File: config.mk
export PLATFORM = sky130hd
export DESIGN_NAME = ipc_frame_validator_unit_flat
export DESIGN_NICKNAME = d
export VERILOG_FILES = /design/src/rtl/ipcv_pkg.sv /design/src/rtl/ipcv_in_if.sv /design/src/rtl/ipcv_out_if.sv /design/src/rtl/ipc_frame_validator_unit.sv /design/src/flat_wrapper.sv
export SDC_FILE = /design/constraint.sdc
export NUM_CORES = 1
export LEC_CHECK = 0
export BUFFER_PORTS_ARGS = -buffer_cell sky130_fd_sc_hd__buf_4
export CORE_UTILIZATION = 59
export CTS_BUF_LIST = sky130_fd_sc_hd__clkbuf_8
export CTS_CLUSTER_DIAMETER = 100
export DETAILED_ROUTE_END_ITERATION = 8
export PLACE_DENSITY_LB_ADDON = 0.25
export SLEW_MARGIN = 40
export SYNTH_ARGS = -nofsm -noshare
export SYNTH_HDL_FRONTEND = slang
export SYNTH_SLANG_ARGS = --single-unit
File: constraint.sdc
create_clock -name clk -period 7.85 [get_ports clk]
set_input_delay 0.785 -clock clk [delete_from_list [all_inputs] [get_ports clk]]
set_output_delay 0.785 -clock clk [all_outputs]
set_load 0.005 [all_outputs]
File: src/rtl/ipcv_pkg.sv
package ipcv_pkg;

  localparam int unsigned HEADER_BYTES = 12;
  localparam int unsigned MAX_SLOTS    = 12;
  localparam logic [20:0] COUNT_MAX    = 21'h1FFFFF;
  localparam logic [31:0] COORD_POS    = 32'd1000000;
  localparam logic [31:0] COORD_NEG    = 32'hFFF0BDC0;
  localparam logic [31:0] DIM_MAX      = 32'd32768;
  localparam logic [31:0] SCALE_MIN    = 32'd50;
  localparam logic [31:0] SCALE_MAX    = 32'd400;

  typedef enum logic [2:0] {
    CFG_VERSION   = 3'd0,
    CFG_MAX_FRAME = 3'd1,
    CFG_MAX_SRCH  = 3'd2,
    CFG_MAX_SEL   = 3'd3,
    CFG_MAX_KIND  = 3'd4,
    CFG_SRCH_KIND = 3'd5,
    CFG_MAX_RSN   = 3'd6,
    CFG_MAX_LOC   = 3'd7
  } cfg_idx_t;

  typedef enum logic [3:0] {
    ERR_NONE     = 4'd0,
    ERR_SMALL    = 4'd1,
    ERR_LARGE    = 4'd2,
    ERR_MAGIC    = 4'd3,
    ERR_VERSION  = 4'd4,
    ERR_TYPE     = 4'd5,
    ERR_RESERVED = 4'd6,
    ERR_SIZE     = 4'd7,
    ERR_MALFORM  = 4'd8,
    ERR_RANGE    = 4'd9,
    ERR_UTF8     = 4'd10
  } err_code_t;

  typedef enum logic [2:0] {
    FT_END  = 3'd0,
    FT_TXN  = 3'd1,
    FT_TEXT = 3'd2,
    FT_U8   = 3'd3,
    FT_U16  = 3'd4,
    FT_U32  = 3'd5,
    FT_U64  = 3'd6
  } ftype_t;

  typedef enum logic [3:0] {
    CK_NONE   = 4'd0,
    CK_MIN    = 4'd1,
    CK_MAX    = 4'd2,
    CK_NZ     = 4'd3,
    CK_COORD  = 4'd4,
    CK_DIM    = 4'd5,
    CK_LOCALE = 4'd6,
    CK_SCALE  = 4'd7,
    CK_BOOL   = 4'd8,
    CK_KIND   = 4'd9,
    CK_REASON = 4'd10,
    CK_SEARCH = 4'd11,
    CK_SELECT = 4'd12
  } check_t;

  typedef struct packed {
    ftype_t ft;
    check_t ck;
  } slot_t;

  typedef enum logic [3:0] {
    U_LEAD  = 4'd0,
    U_NEED1 = 4'd1,
    U_NEED2 = 4'd2,
    U_NEED3 = 4'd3,
    U_E0    = 4'd4,
    U_ED    = 4'd5,
    U_F0    = 4'd6,
    U_F4    = 4'd7,
    U_BAD   = 4'd8
  } utf8_t;

  typedef struct packed {
    logic magic;
    logic version;
    logic mtype;
    logic reserved;
    logic overflow;
    logic trail;
    logic fail;
    logic txt_range;
    logic txt_utf8;
  } err_flags_t;

  function automatic logic [7:0] magic_byte(input logic [1:0] i);
    logic [7:0] r;
    case (i)
      2'd0:    r = 8'h45;
      2'd1:    r = 8'h50;
      2'd2:    r = 8'h41;
      default: r = 8'h4C;
    endcase
    return r;
  endfunction

  function automatic slot_t slot_entry(input logic [3:0] kind, input logic [3:0] slot);
    slot_t r;
    r = '{ft: FT_END, ck: CK_NONE};
    case (kind)
      4'd1: begin
        case (slot)
          4'd0:    r = '{ft: FT_U16, ck: CK_MIN};
          4'd1:    r = '{ft: FT_U16, ck: CK_MAX};
          4'd2:    r = '{ft: FT_U64, ck: CK_NONE};
          4'd3:    r = '{ft: FT_U32, ck: CK_NONE};
          default: r = '{ft: FT_END, ck: CK_NONE};
        endcase
      end
      4'd2: begin
        case (slot)
          4'd0:    r = '{ft: FT_U16, ck: CK_NZ};
          4'd1:    r = '{ft: FT_U64, ck: CK_NONE};
          4'd2:    r = '{ft: FT_U32, ck: CK_NONE};
          default: r = '{ft: FT_END, ck: CK_NONE};
        endcase
      end
      4'd3: begin
        case (slot)
          4'd0:    r = '{ft: FT_TXN, ck: CK_NONE};
          4'd1, 4'd2, 4'd5, 4'd6: r = '{ft: FT_U32, ck: CK_COORD};
          4'd3, 4'd4, 4'd7, 4'd8: r = '{ft: FT_U32, ck: CK_DIM};
          4'd9:    r = '{ft: FT_U8, ck: CK_LOCALE};
          4'd10:   r = '{ft: FT_U16, ck: CK_SCALE};
          4'd11:   r = '{ft: FT_U8, ck: CK_BOOL};
          default: r = '{ft: FT_END, ck: CK_NONE};
        endcase
      end
      4'd4: begin
        case (slot)
          4'd0:    r = '{ft: FT_TXN, ck: CK_NONE};
          4'd1:    r = '{ft: FT_U32, ck: CK_NONE};
          4'd2:    r = '{ft: FT_U8, ck: CK_KIND};
          4'd3:    r = '{ft: FT_TEXT, ck: CK_SEARCH};
          default: r = '{ft: FT_END, ck: CK_NONE};
        endcase
      end
      4'd5, 4'd7: begin
        case (slot)
          4'd0:    r = '{ft: FT_TXN, ck: CK_NONE};
          4'd1:    r = '{ft: FT_U8, ck: CK_REASON};
          default: r = '{ft: FT_END, ck: CK_NONE};
        endcase
      end
      4'd6: begin
        case (slot)
          4'd0:    r = '{ft: FT_TXN, ck: CK_NONE};
          4'd1:    r = '{ft: FT_TEXT, ck: CK_SELECT};
          default: r = '{ft: FT_END, ck: CK_NONE};
        endcase
      end
      4'd8, 4'd9: begin
        case (slot)
          4'd0:    r = '{ft: FT_U64, ck: CK_NONE};
          default: r = '{ft: FT_END, ck: CK_NONE};
        endcase
      end
      default: r = '{ft: FT_END, ck: CK_NONE};
    endcase
    return r;
  endfunction

  function automatic utf8_t utf8_next(input utf8_t s, input logic [7:0] b);
    logic  cont;
    utf8_t r;
    cont = (b[7:6] == 2'b10);
    case (s)
      U_LEAD: begin
        if (b < 8'h80) r = U_LEAD;
        else if (b inside {[8'hC2:8'hDF]}) r = U_NEED1;
        else if (b == 8'hE0) r = U_E0;
        else if (b == 8'hED) r = U_ED;
        else if (b inside {[8'hE1:8'hEF]}) r = U_NEED2;
        else if (b == 8'hF0) r = U_F0;
        else if (b == 8'hF4) r = U_F4;
        else if (b inside {[8'hF1:8'hF3]}) r = U_NEED3;
        else r = U_BAD;
      end
      U_NEED1: r = cont ? U_LEAD : U_BAD;
      U_NEED2: r = cont ? U_NEED1 : U_BAD;
      U_NEED3: r = cont ? U_NEED2 : U_BAD;
      U_E0:    r = (b inside {[8'hA0:8'hBF]}) ? U_NEED1 : U_BAD;
      U_ED:    r = (b inside {[8'h80:8'h9F]}) ? U_NEED1 : U_BAD;
      U_F0:    r = (b inside {[8'h90:8'hBF]}) ? U_NEED2 : U_BAD;
      U_F4:    r = (b inside {[8'h80:8'h8F]}) ? U_NEED2 : U_BAD;
      default: r = U_BAD;
    endcase
    return r;
  endfunction

endpackage

File: src/rtl/ipcv_in_if.sv
interface ipcv_in_if;
  logic       valid;
  logic       ready;
  logic [7:0] data_byte;
  logic       frame_end;

  modport source (output valid, data_byte, frame_end, input ready);
  modport sink (input valid, data_byte, frame_end, output ready);
endinterface

File: src/rtl/ipcv_out_if.sv
interface ipcv_out_if;
  logic        valid;
  logic        ready;
  logic        frame_ok;
  logic [3:0]  error_code;
  logic [3:0]  message_kind;
  logic [20:0] payload_bytes;

  modport source (output valid, frame_ok, error_code, message_kind, payload_bytes,
                  input ready);
  modport sink (input valid, frame_ok, error_code, message_kind, payload_bytes,
                output ready);
endinterface

File: src/rtl/ipc_frame_validator_unit.sv
// Frame validator for framed inter-process messages.
// in_ch carries one frame byte per word with frame_end set on the last byte.
// The first 12 bytes are the header (magic, version, type, reserved, length);
// the payload is then parsed field by field for the header's message type.
// out_ch carries one verdict word per frame: frame_ok, the highest-priority error
// code, the message kind and the payload byte count (saturated).
// Throughput: one byte per cycle unless a pending verdict stalls; every byte
// is taken by one combinational step between the frame state and result registers.
// Latency: the verdict appears on out_ch the cycle after the last byte.
// The result register is the only output storage: when the receiver stalls
// with a verdict pending, in_ch.ready drops until that verdict is taken.
// Configuration writes go through cfg_we/cfg_idx/cfg_wdata and must happen
// between frames. Reset restores the register defaults and clears the frame
// state; no clearing pass is needed.
module ipc_frame_validator_unit
  import ipcv_pkg::*;
#(
  parameter int unsigned ID_BYTES = 16
) (
  input  logic              clk,
  input  logic              rst_n,
  ipcv_in_if.sink           in_ch,
  ipcv_out_if.source        out_ch,
  input  logic              cfg_we,
  input  logic [2:0]        cfg_idx,
  input  logic [20:0]       cfg_wdata
);

  localparam int unsigned MAX_FLD = (ID_BYTES > 8) ? ID_BYTES : 8;
  localparam int unsigned IDX_W   = $clog2(MAX_FLD + 1);

  logic [15:0] ver_r;
  logic [20:0] max_frame_r;
  logic [15:0] max_srch_r;
  logic [15:0] max_sel_r;
  logic [7:0]  max_kind_r;
  logic [7:0]  srch_kind_r;
  logic [7:0]  max_rsn_r;
  logic [7:0]  max_loc_r;

  logic [20:0]      cnt_r, cnt_nxt;
  logic [3:0]       slot_r, slot_nxt;
  logic             done_r, done_nxt;
  logic [IDX_W-1:0] fidx_r, fidx_nxt;
  logic [31:0]      acc_r, acc_nxt;
  logic [31:0]      dlen_r, dlen_nxt;
  logic [3:0]       kind_r, kind_nxt;
  logic [15:0]      trem_r, trem_nxt;
  utf8_t            u8s_r, u8s_nxt;
  logic             idnz_r, idnz_nxt;
  err_flags_t       flg_r, flg_nxt;
  logic [15:0]      saved_r, saved_nxt;

  logic        out_valid_r;
  logic        out_ok_r;
  err_code_t   out_code_r;
  logic [3:0]  out_kind_r;
  logic [20:0] out_bytes_r;

  logic        in_acc;
  logic        last_acc;
  err_code_t   code_c;
  logic [20:0] bytes_c;

  function automatic logic [IDX_W-1:0] fsize(input ftype_t t);
    logic [IDX_W-1:0] r;
    case (t)
      FT_TXN:  r = IDX_W'(ID_BYTES);
      FT_U8:   r = IDX_W'(1);
      FT_U16:  r = IDX_W'(2);
      FT_TEXT: r = IDX_W'(2);
      FT_U32:  r = IDX_W'(4);
      default: r = IDX_W'(8);
    endcase
    return r;
  endfunction

  assign in_ch.ready = !out_valid_r || out_ch.ready;
  assign in_acc      = in_ch.valid && in_ch.ready;
  assign last_acc    = in_acc && in_ch.frame_end;

  always_ff @(posedge clk) begin
    if (!rst_n) begin
      ver_r       <= 16'd1;
      max_frame_r <= 21'd65536;
      max_srch_r  <= 16'd256;
      max_sel_r   <= 16'd256;
      max_kind_r  <= 8'd7;
      srch_kind_r <= 8'd0;
      max_rsn_r   <= 8'd3;
      max_loc_r   <= 8'd1;
    end else if (cfg_we) begin
      case (cfg_idx_t'(cfg_idx))
        CFG_VERSION:   ver_r       <= cfg_wdata[15:0];
        CFG_MAX_FRAME: max_frame_r <= cfg_wdata;
        CFG_MAX_SRCH:  max_srch_r  <= cfg_wdata[15:0];
        CFG_MAX_SEL:   max_sel_r   <= cfg_wdata[15:0];
        CFG_MAX_KIND:  max_kind_r  <= cfg_wdata[7:0];
        CFG_SRCH_KIND: srch_kind_r <= cfg_wdata[7:0];
        CFG_MAX_RSN:   max_rsn_r   <= cfg_wdata[7:0];
        CFG_MAX_LOC:   max_loc_r   <= cfg_wdata[7:0];
        default: ;
      endcase
    end
  end

  always_comb begin
    logic [7:0]       b;
    logic             hdr;
    logic [3:0]       hidx;
    logic [31:0]      base;
    logic [31:0]      consumed;
    logic [31:0]      rem;
    logic [31:0]      acc_sh;
    logic             f_txn, f_1, f_2, f_4, f_8;
    logic             enter;
    logic [3:0]       start;
    logic             found;
    logic             fits;
    slot_t            cur;
    slot_t            se;
    logic [IDX_W-1:0] fidx_inc;
    logic [15:0]      len;
    logic [15:0]      lim;
    logic [15:0]      trem_dec;
    utf8_t            u8n;

    b         = in_ch.data_byte;
    cnt_nxt   = cnt_r;
    slot_nxt  = slot_r;
    done_nxt  = done_r;
    fidx_nxt  = fidx_r;
    acc_nxt   = acc_r;
    dlen_nxt  = dlen_r;
    kind_nxt  = kind_r;
    trem_nxt  = trem_r;
    u8s_nxt   = u8s_r;
    idnz_nxt  = idnz_r;
    flg_nxt   = flg_r;
    saved_nxt = saved_r;
    enter     = 1'b0;
    start     = 4'd0;
    found     = 1'b0;
    fits      = 1'b0;
    len       = 16'd0;
    lim       = 16'd0;
    trem_dec  = 16'd0;
    u8n       = U_LEAD;
    se        = '{ft: FT_END, ck: CK_NONE};

    hdr      = (cnt_r < 21'(HEADER_BYTES));
    hidx     = cnt_r[3:0];
    acc_sh   = {acc_r[23:0], b};
    base     = hdr ? acc_sh : dlen_r;
    consumed = hdr ? 32'd0 : {11'd0, cnt_r - 21'(HEADER_BYTES - 1)};
    rem      = (base > consumed) ? base - consumed : 32'd0;
    f_txn    = rem >= 32'(ID_BYTES);
    f_1      = rem >= 32'd1;
    f_2      = rem >= 32'd2;
    f_4      = rem >= 32'd4;
    f_8      = rem >= 32'd8;
    cur      = slot_entry(kind_r, slot_r - 4'd1);
    fidx_inc = fidx_r + IDX_W'(1);

    if (cnt_r == COUNT_MAX) begin
      flg_nxt.overflow = 1'b1;
    end else begin
      cnt_nxt = cnt_r + 21'd1;
      if (hdr) begin
        case (hidx)
          4'd0, 4'd1, 4'd2, 4'd3: begin
            if (b != magic_byte(hidx[1:0])) flg_nxt.magic = 1'b1;
          end
          4'd4: acc_nxt = acc_sh;
          4'd5: begin
            if (acc_sh[15:0] != ver_r) flg_nxt.version = 1'b1;
            acc_nxt = 32'd0;
          end
          4'd6: begin
            if (b >= 8'd1 && b <= 8'd9) begin
              kind_nxt = b[3:0];
            end else begin
              kind_nxt = 4'd0;
              flg_nxt.mtype = 1'b1;
            end
          end
          4'd7: begin
            if (b != 8'd0) flg_nxt.reserved = 1'b1;
          end
          4'd11: begin
            dlen_nxt = acc_sh;
            acc_nxt  = 32'd0;
            if (kind_r != 4'd0) begin
              enter = 1'b1;
              start = 4'd0;
            end else begin
              done_nxt = 1'b1;
            end
          end
          default: acc_nxt = acc_sh;
        endcase
      end else if (done_r) begin
        flg_nxt.trail = 1'b1;
      end else if (cur.ft == FT_TEXT) begin
        start = slot_r;
        if (fidx_r < IDX_W'(2)) begin
          acc_nxt  = acc_sh;
          fidx_nxt = fidx_inc;
          if (fidx_inc == IDX_W'(2)) begin
            len = acc_sh[15:0];
            lim = (cur.ck == CK_SEARCH) ? max_srch_r : max_sel_r;
            if (len > lim || {16'd0, len} > rem) begin
              flg_nxt.fail      = 1'b1;
              flg_nxt.txt_range = 1'b1;
              enter             = 1'b1;
            end else begin
              if (cur.ck == CK_SEARCH && len != 16'd0 && saved_r != {8'd0, srch_kind_r})
                flg_nxt.fail = 1'b1;
              if (cur.ck == CK_SELECT && len == 16'd0) flg_nxt.fail = 1'b1;
              if (len == 16'd0) enter = 1'b1;
              else trem_nxt = len;
            end
          end
        end else begin
          u8n      = utf8_next(u8s_r, b);
          u8s_nxt  = u8n;
          trem_dec = (trem_r != 16'd0) ? trem_r - 16'd1 : trem_r;
          trem_nxt = trem_dec;
          if (trem_dec == 16'd0) begin
            if (u8n != U_LEAD) begin
              flg_nxt.fail     = 1'b1;
              flg_nxt.txt_utf8 = 1'b1;
            end
            enter = 1'b1;
          end
        end
      end else begin
        start    = slot_r;
        acc_nxt  = acc_sh;
        if (b != 8'd0) idnz_nxt = 1'b1;
        fidx_nxt = fidx_inc;
        if (fidx_inc >= fsize(cur.ft)) begin
          enter = 1'b1;
          case (cur.ck)
            CK_MIN: begin
              if (acc_sh == 32'd0) flg_nxt.fail = 1'b1;
              saved_nxt = acc_sh[15:0];
            end
            CK_MAX: begin
              if ({16'd0, saved_r} > acc_sh) flg_nxt.fail = 1'b1;
            end
            CK_NZ: begin
              if (acc_sh == 32'd0) flg_nxt.fail = 1'b1;
            end
            CK_COORD: begin
              if (!(acc_sh <= COORD_POS || acc_sh >= COORD_NEG)) flg_nxt.fail = 1'b1;
            end
            CK_DIM: begin
              if (acc_sh > DIM_MAX) flg_nxt.fail = 1'b1;
            end
            CK_LOCALE: begin
              if (acc_sh > {24'd0, max_loc_r}) flg_nxt.fail = 1'b1;
            end
            CK_SCALE: begin
              if (acc_sh < SCALE_MIN || acc_sh > SCALE_MAX) flg_nxt.fail = 1'b1;
            end
            CK_BOOL: begin
              if (acc_sh > 32'd1) flg_nxt.fail = 1'b1;
            end
            CK_KIND: begin
              saved_nxt = acc_sh[15:0];
              if (acc_sh > {24'd0, max_kind_r}) flg_nxt.fail = 1'b1;
            end
            CK_REASON: begin
              if (acc_sh > {24'd0, max_rsn_r}) flg_nxt.fail = 1'b1;
            end
            default: ;
          endcase
          if (cur.ft == FT_TXN && !(idnz_r || b != 8'd0)) flg_nxt.fail = 1'b1;
        end
      end
    end

    // advance to the first field that fits, failing each skipped one
    if (enter) begin
      done_nxt = 1'b1;
      for (int i = 0; i < MAX_SLOTS; i++) begin
        se = slot_entry(kind_r == 4'd0 ? kind_nxt : kind_r, 4'(i));
        if (!found && 4'(i) >= start) begin
          case (se.ft)
            FT_TXN:          fits = f_txn;
            FT_U8:           fits = f_1;
            FT_U16, FT_TEXT: fits = f_2;
            FT_U32:          fits = f_4;
            default:         fits = f_8;
          endcase
          if (se.ft == FT_END) begin
            found = 1'b1;
          end else if (fits) begin
            found     = 1'b1;
            done_nxt  = 1'b0;
            slot_nxt  = 4'(i + 1);
            fidx_nxt  = '0;
            acc_nxt   = 32'd0;
            idnz_nxt  = 1'b0;
            u8s_nxt   = U_LEAD;
            trem_nxt  = 16'd0;
          end else begin
            flg_nxt.fail = 1'b1;
            if (se.ft == FT_TEXT) flg_nxt.txt_range = 1'b1;
          end
        end
      end
    end
  end

  always_comb begin
    if (flg_nxt.overflow) code_c = ERR_LARGE;
    else if (cnt_nxt < 21'(HEADER_BYTES)) code_c = ERR_SMALL;
    else if (cnt_nxt > max_frame_r) code_c = ERR_LARGE;
    else if (flg_nxt.magic) code_c = ERR_MAGIC;
    else if (flg_nxt.version) code_c = ERR_VERSION;
    else if (flg_nxt.mtype) code_c = ERR_TYPE;
    else if (flg_nxt.reserved) code_c = ERR_RESERVED;
    else if (dlen_nxt != {11'd0, cnt_nxt - 21'(HEADER_BYTES)}) code_c = ERR_SIZE;
    else if (flg_nxt.fail) begin
      if (kind_nxt == 4'd3) code_c = ERR_RANGE;
      else if (flg_nxt.txt_utf8) code_c = ERR_UTF8;
      else if (flg_nxt.txt_range) code_c = ERR_RANGE;
      else code_c = ERR_MALFORM;
    end else if (flg_nxt.trail) code_c = ERR_MALFORM;
    else code_c = ERR_NONE;

    if (flg_nxt.overflow) bytes_c = COUNT_MAX;
    else if (cnt_nxt >= 21'(HEADER_BYTES)) bytes_c = cnt_nxt - 21'(HEADER_BYTES);
    else bytes_c = 21'd0;
  end

  always_ff @(posedge clk) begin
    if (!rst_n || last_acc) begin
      cnt_r   <= '0;
      slot_r  <= '0;
      done_r  <= 1'b0;
      fidx_r  <= '0;
      acc_r   <= '0;
      dlen_r  <= '0;
      kind_r  <= '0;
      trem_r  <= '0;
      u8s_r   <= U_LEAD;
      idnz_r  <= 1'b0;
      flg_r   <= '0;
      saved_r <= '0;
    end else if (in_acc) begin
      cnt_r   <= cnt_nxt;
      slot_r  <= slot_nxt;
      done_r  <= done_nxt;
      fidx_r  <= fidx_nxt;
      acc_r   <= acc_nxt;
      dlen_r  <= dlen_nxt;
      kind_r  <= kind_nxt;
      trem_r  <= trem_nxt;
      u8s_r   <= u8s_nxt;
      idnz_r  <= idnz_nxt;
      flg_r   <= flg_nxt;
      saved_r <= saved_nxt;
    end
  end

  always_ff @(posedge clk) begin
    if (!rst_n) begin
      out_valid_r <= 1'b0;
    end else if (last_acc) begin
      out_valid_r <= 1'b1;
    end else if (out_ch.ready) begin
      out_valid_r <= 1'b0;
    end
  end

  always_ff @(posedge clk) begin
    if (last_acc) begin
      out_ok_r    <= (code_c == ERR_NONE);
      out_code_r  <= code_c;
      out_kind_r  <= kind_nxt;
      out_bytes_r <= bytes_c;
    end
  end

  assign out_ch.valid         = out_valid_r;
  assign out_ch.frame_ok      = out_ok_r;
  assign out_ch.error_code    = out_code_r;
  assign out_ch.message_kind  = out_kind_r;
  assign out_ch.payload_bytes = out_bytes_r;

  a_verdict_follows_last: assert property (@(posedge clk) disable iff (!rst_n)
    last_acc |=> out_valid_r && cnt_r == 21'd0)
    else $error("verdict or frame clear missing after last byte");

  a_ok_matches_code: assert property (@(posedge clk) disable iff (!rst_n)
    out_valid_r |-> (out_ok_r == (out_code_r == ERR_NONE)))
    else $error("frame_ok disagrees with error_code");

  a_header_no_parse: assert property (@(posedge clk) disable iff (!rst_n)
    cnt_r < 21'(HEADER_BYTES) |-> !done_r && slot_r == 4'd0)
    else $error("payload parse state active during header");

  a_slot_bound: assert property (@(posedge clk) disable iff (!rst_n)
    slot_r <= 4'(MAX_SLOTS))
    else $error("slot index out of range");

endmodule
File: src/flat_wrapper.sv
// flat-port wrapper written by rule: the top's interface ports become plain ports
module ipc_frame_validator_unit_flat import ipcv_pkg::*;
#(
  parameter int unsigned ID_BYTES = 16
)
  (clk, rst_n, cfg_we, cfg_idx, cfg_wdata, in_ch_valid, in_ch_data_byte, in_ch_frame_end, in_ch_ready, out_ch_valid, out_ch_frame_ok, out_ch_error_code, out_ch_message_kind, out_ch_payload_bytes, out_ch_ready);
  ipcv_in_if in_ch_i ();
  ipcv_out_if out_ch_i ();
  input  logic clk;
  input  logic rst_n;
  input  logic cfg_we;
  input  logic [2:0] cfg_idx;
  input  logic [20:0] cfg_wdata;
  input wire logic [$bits(in_ch_i.valid)-1:0] in_ch_valid;
  input wire logic [$bits(in_ch_i.data_byte)-1:0] in_ch_data_byte;
  input wire logic [$bits(in_ch_i.frame_end)-1:0] in_ch_frame_end;
  output wire logic [$bits(in_ch_i.ready)-1:0] in_ch_ready;
  output wire logic [$bits(out_ch_i.valid)-1:0] out_ch_valid;
  output wire logic [$bits(out_ch_i.frame_ok)-1:0] out_ch_frame_ok;
  output wire logic [$bits(out_ch_i.error_code)-1:0] out_ch_error_code;
  output wire logic [$bits(out_ch_i.message_kind)-1:0] out_ch_message_kind;
  output wire logic [$bits(out_ch_i.payload_bytes)-1:0] out_ch_payload_bytes;
  input wire logic [$bits(out_ch_i.ready)-1:0] out_ch_ready;
  assign in_ch_i.valid = in_ch_valid;
  assign in_ch_i.data_byte = in_ch_data_byte;
  assign in_ch_i.frame_end = in_ch_frame_end;
  assign in_ch_ready = in_ch_i.ready;
  assign out_ch_valid = out_ch_i.valid;
  assign out_ch_frame_ok = out_ch_i.frame_ok;
  assign out_ch_error_code = out_ch_i.error_code;
  assign out_ch_message_kind = out_ch_i.message_kind;
  assign out_ch_payload_bytes = out_ch_i.payload_bytes;
  assign out_ch_i.ready = out_ch_ready;
  ipc_frame_validator_unit #(.ID_BYTES(ID_BYTES)) u_core (.clk(clk), .rst_n(rst_n), .in_ch(in_ch_i), .out_ch(out_ch_i), .cfg_we(cfg_we), .cfg_idx(cfg_idx), .cfg_wdata(cfg_wdata));
endmodule
# [Word-level counts from Yosys, hierarchy flattened]
# Memory sizes are Yosys's and may differ from the RTL's.
# Cells that the tools add are included.
[totals] register_bits=277 romBits=112 in_bits=38 elab_cells=892 n_memories=1
[memory_table] memory="(name not given)" words=16 word_bits=7 rd=1 rd_clocked_by_memory_dff=0 write_ports=0 line="ipcv_pkg.sv:125" rtl="case (slot)"
[op_classes] addsub=7 order_cmp=51 eq_ne=120 mux=574 bitwise_logic=4 reduce_logical=102
[op_table] cell="2-to-1 mux 32 bit" count=49
[op_table] cell="2-to-1 mux 16 bit" count=49
[op_table] cell="2-to-1 mux 4 bit" count=126
[op_table] cell="2-to-1 mux 5 bit" count=48
[op_table] cell="2-to-1 mux 1 bit" count=215
[op_table] cell="one-hot mux 7 bit (4 select lines)" count=4
[op_table] cell="> comparator 32 x 8 -> 1 bit" count=3
[op_table] cell="2-to-1 mux 7 bit" count=13
[op_table] cell="2-to-1 mux 2 bit" count=41
[op_table] cell="equality test 4 x 3 -> 1 bit (second input constant)" count=19
[op_table] cell="equality test 3 bit (second input constant)" count=24
[op_table] cell="equality test 3 x 2 -> 1 bit (second input constant)" count=22
[op_table] cell="> comparator 16 x 32 -> 1 bit" count=2
[op_table] cell="one-hot mux 32 bit (2 select lines)" count=1
[op_table] cell="2-to-1 mux 21 bit" count=3
[op_table] cell="equality test 4 x 2 -> 1 bit (second input constant)" count=13
[op_table] cell="one-hot mux 7 bit (7 select lines)" count=1
[op_table] cell="greater-or-equal comparator 8 bit (second input constant)" count=6
[op_table] cell="less-or-equal comparator 8 bit (second input constant)" count=6
[op_table] cell="less-than comparator 21 x 4 -> 1 bit (second input constant)" count=2
[op_table] cell="one-hot mux 7 bit (3 select lines)" count=2
[op_table] cell="one-hot mux 7 bit (6 select lines)" count=1
[op_table] cell="subtractor 21 x 4 -> 21 bit (second input constant)" count=2
[op_table] cell="equality test 4 bit (second input constant)" count=10
[op_table] cell="70 further kinds" count=196

# [Longest topological paths before layout]
[depth] word_depth=127 ltp_mapped=38

# [Worst setup path after synthesis]
# OpenSTA, ideal clock, no wires.
[synth_timing] path_kind="register to register" from="reg u_core.cnt_r[9]" to="reg u_core.out_code_r[3], in the netlist u_core.out_ch.error_code[3], data pin" setup_ps=255 arrival_time_ps=7427 path_slack_ps=169 path_stages_with_launch=37 path_buffers=7 path_cell_list="dfxtp_1 -> buf_4 -> or3_4 -> or3_1 -> buf_2 -> nor2_4 -> buf_2 -> clkbuf_1 -> clkbuf_1 -> nor2_1 -> ha_1 -> fa_1 -> nor2b_1 -> o21bai_1 -> a21oi_1 -> o2111a_1 -> nor2_1 -> o21ai_2 -> clkbuf_1 -> buf_1 -> nand2_1 -> ha_1 -> a21o_1 -> a21o_1 -> a21o_1 -> a21oi_1 -> nor2b_1 -> o211ai_1 -> a21oi_1 -> o21ai_0 -> o311ai_1 -> o21a_1 -> nor4_1 -> o31ai_1 -> o31ai_1 -> a21oi_1 -> and2_1"
[synth_between] elab_chain_len=70
[synth_lines] item="start, declared" line="ipc_frame_validator_unit.sv:41" rtl="logic [20:0] cnt_r, cnt_nxt;"
[synth_lines] item="start signal, assigned" line="ipc_frame_validator_unit.sv:354" rtl="cnt_r <= cnt_nxt;"
[synth_lines] item="parallel branches: the longest is 69 deep, another holds subtractor 32 bit"
[synth_lines] item="2-to-1 mux 4 bit *" line="ipc_frame_validator_unit.sv:318" rtl="if (flg_nxt.overflow) code_c = ERR_LARGE;"
[synth_lines] item="via u_core.code_c[3]" line="ipc_frame_validator_unit.sv:62" rtl="err_code_t code_c;"
[synth_lines] item="end signal, assigned" line="ipc_frame_validator_unit.sv:382" rtl="out_code_r <= code_c;"
[synth_lines] item="end, declared" line="ipc_frame_validator_unit.sv:56" rtl="err_code_t out_code_r;"
# Mark *: on every way through the listed nets, which the timed path passes. The select of a mux whose other input is x is not followed.
# A chain may end at the register's enable or synchronous reset.

# [Worst setup path after layout]
[layout_timing] from="reg u_core.cnt_r[1]" to="reg u_core.out_code_r[3], in the netlist u_core.out_ch.error_code[3], data pin"
[layout_between] elab_chain_len=71
[layout_lines] item="parallel branches: the longest is 70 deep, another holds subtractor 32 bit"
[layout_lines] item="2-to-1 mux 4 bit *" line="ipc_frame_validator_unit.sv:318"
[layout_lines] item="via u_core.code_c[3]" line="ipc_frame_validator_unit.sv:62"
# Marks and branches as above.

==> results.txt <==
----------------------------------------------------
[Final layout]
  Fraction of layout cells with a size suffix above 1 ... 0.0990
  Layout Nets ... 2,943
  Area added between synthesis and finish ... 9.56%
  Final std cells w/o fill ... 3,258
  Layout Utilization ... 0.663

[Logic synthesis]
  Cells after synthesis ... 2,755
  Number of enable-type register cells in the synthesized netlist ... 30
  Portion of the post-synthesis area used by sequential elements ... 0.277
  Count of synthesis-stage warnings from yosys ... 0
  Unique masters post-synth ... 90
  Post-Synthesis Net Count ... 2,925
  Mean instance size in the synthesized netlist ... 7.44 µm²
  Fraction of registers with async set or reset after synthesis ... 0
  Synthesized flop and latch total ... 269
  Primary flip-flop cell chosen by synthesis mapping ... sky130_fd_sc_hd__dfxtp_1
  Cell area after synthesis ... 0.0205 mm²

[CTS]
  Hold-fix buffers, CTS ... 0
  Number of buffers created by CTS ... 47
  Sink Count ... 269
  Max H-tree Level ... 2
  Root cell of the clock tree ... sky130_fd_sc_hd__clkbuf_8
  Clk buf depth ... 3
  CTS tree ... yes
  Clock-pin slew of the registers on the worst-case setup and hold paths ... 0.06 ns
  Clk_lat worst skew ... 0.59 ns

[Hold path]
  Startpoint of the worst hold path ... cfg_wdata[16]
  Class of the tightest hold or removal check ... input pin to flop

[STA]
  Final Hold Vio Count ... 0
  Clk_skew ... 0.0210 ns
  Unrepaired setup endpoints after global routing ... no
  Number of max-slew violations in the final report ... 0
  Part of the cycle the worst path needs ... 0.954
  Worst hold slack ... 0.437 ns
  Slew margin rel. ... 0.433
  Crit path setup slack, layout ... 0.362 ns
  Setup Viol. Count Final ... 0
  Minimum clock period after layout ... 7.49 ns
  Worst-margin pin slew ... 0.851 ns
  Maximum operating frequency ... 0.134 GHz

[Critical path]
  Required time of the critical path ... 8.20 ns
  Critical path launch point type ... flop
  Beginning of the critical path ... u_core.cnt_r[1]
  Largest fanout on the critical path ... 13
  Arrival time at the worst endpoint ... 7.84 ns
  Critical-path cell with the highest stage delay ... sky130_fd_sc_hd__or4_1
  RR Startpoint ... u_core.cnt_r[1]
  Worst setup path category ... flop to flop
  Biggest cell delay along the critical path ... 0.53 ns
  CP endpoint kind ... flop
  Most common cell type on the critical path ... sky130_fd_sc_hd__o21a_1

[Floorplan]
  Top Ports ... 70
  Die height ... 188 µm
  Placeable Area ... 0.0339 mm²
  Starting density of the core ... 0.605
  Chip width ... 188 µm
  Std-Cell Rows ... 67
  Area enclosed by the die boundary ... 0.0355 mm²

[GRT]
  Overflow left after global routing ... 0
  Vias in the first global route ... 19,500
  Initial antenna violation count ... 1
  Tot GR Track Use ... 0.382
  Maximum number of pins on one net before global-route repair ... 106
  First-pass GRT wire length ... 108,000 µm

[Placement]
  RePlAce Congestion ... 1.04
  DP Cell Count ... 3,170
  PortBufs ... 69
  Post-placement worst setup slack ... -0.0453 ns
  DP Wirelength ... 51,300 µm

[Drt]
  Routed Antenna Nets ... 0
  Via density per instance ... 6.51
  Starting DRT DRC Count ... 2,324
  Wirelength, routed ... 69,300 µm
  WL per Instance ... 21.3 µm
  Count of TritonRoute iterations in the first routing pass ... 6
  Number of remaining DRC errors ... 0
  Vias after detailed routing ... 21,200

[Power]
  VDD IR max ... 0.000159 V
  Power Total ... 3440 µW
  Pwr/cell area ... 153 mW/mm²
  Total leakage power ... 0.00908 µW

[Run]
  Number of maximum-capacitance constraint violations ... 0

[Status]
  Run status ... finished, final reports clean

----------------------------------------------------
-- cell type report --
type,count,area [µm²]
fillers,3003,11400
clock inverters,32,149
diodes,1,2.50
multi-input cells,2187,13800
repair buffers,145,1090
inverters,123,462
well taps,448,561
flip-flops and latches,269,5690
clock buffers,53,729
-- through the flow --
stage | cell area [µm²] | setup TNS (ns)
3_3_place_gp | 21400 | 0
2_1_floorplan | 20500 | 0
5_1_grt | 22400 | 0
6_report | 22400 | 0
4_1_cts | 22400 | 0
3_5_place_dp | 21500 | -0.0453
-- flip-flops by register name, summed over array words and instances (netlist names), 16 cells and up --
signal,flops
u_core.max_srch_r,16
u_core.out_ch.payload_bytes,21
u_core.trem_r,16
u_core.dlen_r,32
u_core.max_frame_r,21
u_core.max_sel_r,16
u_core.acc_r,24
u_core.cnt_r,21
u_core.saved_r,16
u_core.ver_r,16
-- power breakdown --
group          leakage, µW  switching (µW)  internal [µW]  total [µW]
Sequential         0.00222            20.0           1420        1440
Combinational      0.00635             488            289         777
Clock             0.000520             606            621        1230
-- layer usage --
metal	global-route usage	wire length (µm)	share of wire
met4	0.181	3210	0.046
met5	0	0	0
met1	0.503	28000	0.40
met3	0.0672	7060	0.10
met2	0.606	31000	0.45
-- Yosys cell counts, types with 9 or more instances --
| cell | count | share of area |
|---|---|---|
| sky130_fd_sc_hd__a21boi_0 | 95 | 0.035 |
| sky130_fd_sc_hd__or4_1 | 19 | 0.0070 |
| sky130_fd_sc_hd__a21o_1 | 35 | 0.013 |
| sky130_fd_sc_hd__o21ai_0 | 131 | 0.032 |
| sky130_fd_sc_hd__buf_2 | 11 | 0.0027 |
| sky130_fd_sc_hd__or2_2 | 12 | 0.0037 |
| sky130_fd_sc_hd__nor2b_1 | 30 | 0.0092 |
| sky130_fd_sc_hd__and3_1 | 14 | 0.0043 |
| sky130_fd_sc_hd__o21a_1 | 26 | 0.0095 |
| sky130_fd_sc_hd__a31o_2 | 9 | 0.0038 |
| sky130_fd_sc_hd__nand2_1 | 457 | 0.084 |
| sky130_fd_sc_hd__edfxtp_1 | 30 | 0.044 |
| sky130_fd_sc_hd__and2_1 | 22 | 0.0067 |
| sky130_fd_sc_hd__nand2b_1 | 28 | 0.0085 |
| sky130_fd_sc_hd__o31ai_1 | 15 | 0.0055 |
| sky130_fd_sc_hd__mux2i_1 | 51 | 0.025 |
| sky130_fd_sc_hd__a21oi_1 | 160 | 0.039 |
| sky130_fd_sc_hd__xnor2_1 | 75 | 0.032 |
| sky130_fd_sc_hd__nor3_1 | 81 | 0.020 |
| sky130_fd_sc_hd__o22ai_1 | 15 | 0.0046 |
| sky130_fd_sc_hd__clkbuf_1 | 144 | 0.026 |
| sky130_fd_sc_hd__dfxtp_1 | 239 | 0.23 |
| sky130_fd_sc_hd__nand4_1 | 44 | 0.013 |
| sky130_fd_sc_hd__o211ai_1 | 16 | 0.0059 |
| sky130_fd_sc_hd__a22o_1 | 25 | 0.011 |
| sky130_fd_sc_hd__or3_1 | 32 | 0.0098 |
| sky130_fd_sc_hd__a31oi_1 | 37 | 0.011 |
| sky130_fd_sc_hd__inv_1 | 122 | 0.022 |
| sky130_fd_sc_hd__buf_1 | 9 | 0.0016 |
| sky130_fd_sc_hd__nor3b_1 | 9 | 0.0033 |
| sky130_fd_sc_hd__nor2_1 | 220 | 0.040 |
| sky130_fd_sc_hd__xor2_1 | 68 | 0.029 |
| sky130_fd_sc_hd__a211oi_1 | 34 | 0.012 |
| sky130_fd_sc_hd__nor4_1 | 48 | 0.015 |
| sky130_fd_sc_hd__ha_1 | 131 | 0.080 |
| sky130_fd_sc_hd__nand3_1 | 100 | 0.024 |
-- cell usage in the layout, fill, tap and decap left out, drive strengths merged, types with 12 or more instances in the layout --
| cell type | instances |
|---|---|
| nand2 | 457 |
| dfxtp | 239 |
| nor2 | 221 |
| a21oi | 161 |
| buf | 144 |
| inv | 139 |
| o21ai | 134 |
| ha | 131 |
| nand3 | 101 |
| a21boi | 97 |
| nor3 | 81 |
| xnor2 | 75 |
| xor2 | 68 |
| clkbuf | 54 |
| mux2i | 51 |
| nor4 | 48 |
| nand4 | 45 |
| a31oi | 37 |
| a21o | 35 |
| a211oi | 35 |
| or3 | 33 |
| nor2b | 30 |
| edfxtp | 30 |
| nand2b | 28 |
| o21a | 26 |
| a22o | 25 |
| and2 | 24 |
| or4 | 19 |
| o211ai | 16 |
| o31ai | 16 |
| o22ai | 15 |
| clkinv | 15 |
| and3 | 14 |
| or2 | 12 |
-- repair_timing --
| item | 4_1_cts | 5_1_grt |
|---|---|---|
| endpoints found under the setup margin | 3 | 57 |
| pin swaps | 0 | 1 |
| buffers inserted | 0 | 1 |
| gates cloned | 0 | 0 |
| gates resized for setup | 1 | 7 |
| hold endpoints to repair | 0 | 0 |
-- path summary, 6_finish.rpt --
check | endpoint | slack, ns | depth (start not counted)
hold / removal | u_core.max_frame_r[16] | 0.44 | 3
setup reg to reg | u_core.out_ch.error_code[3] | 0.36 | 32
setup / recovery | u_core.out_ch.error_code[3] | 0.36 | 32
hold reg to reg | u_core.max_rsn_r[2] | 0.46 | 2
-- cells by family after synthesis --
logic type      after synthesis  synth area share
mux                          54            0.0266
xor+xnor                    143            0.0611
fa+ha+maj                   132            0.0810
buf+inv                     299            0.0572
compound gates              715             0.236
simple gates               1143             0.260
flops                       269             0.277
-- critical path, delay by kind of cell, from the launching register on --
family	cells	cell delay (ns)
flops	1	0.34
buf+inv	2	0.38
xor+xnor	1	0.20
compound gates	15	2.85
simple gates	11	2.72
fa+ha+maj	3	0.74
Power figures use the tool's default switching activity.
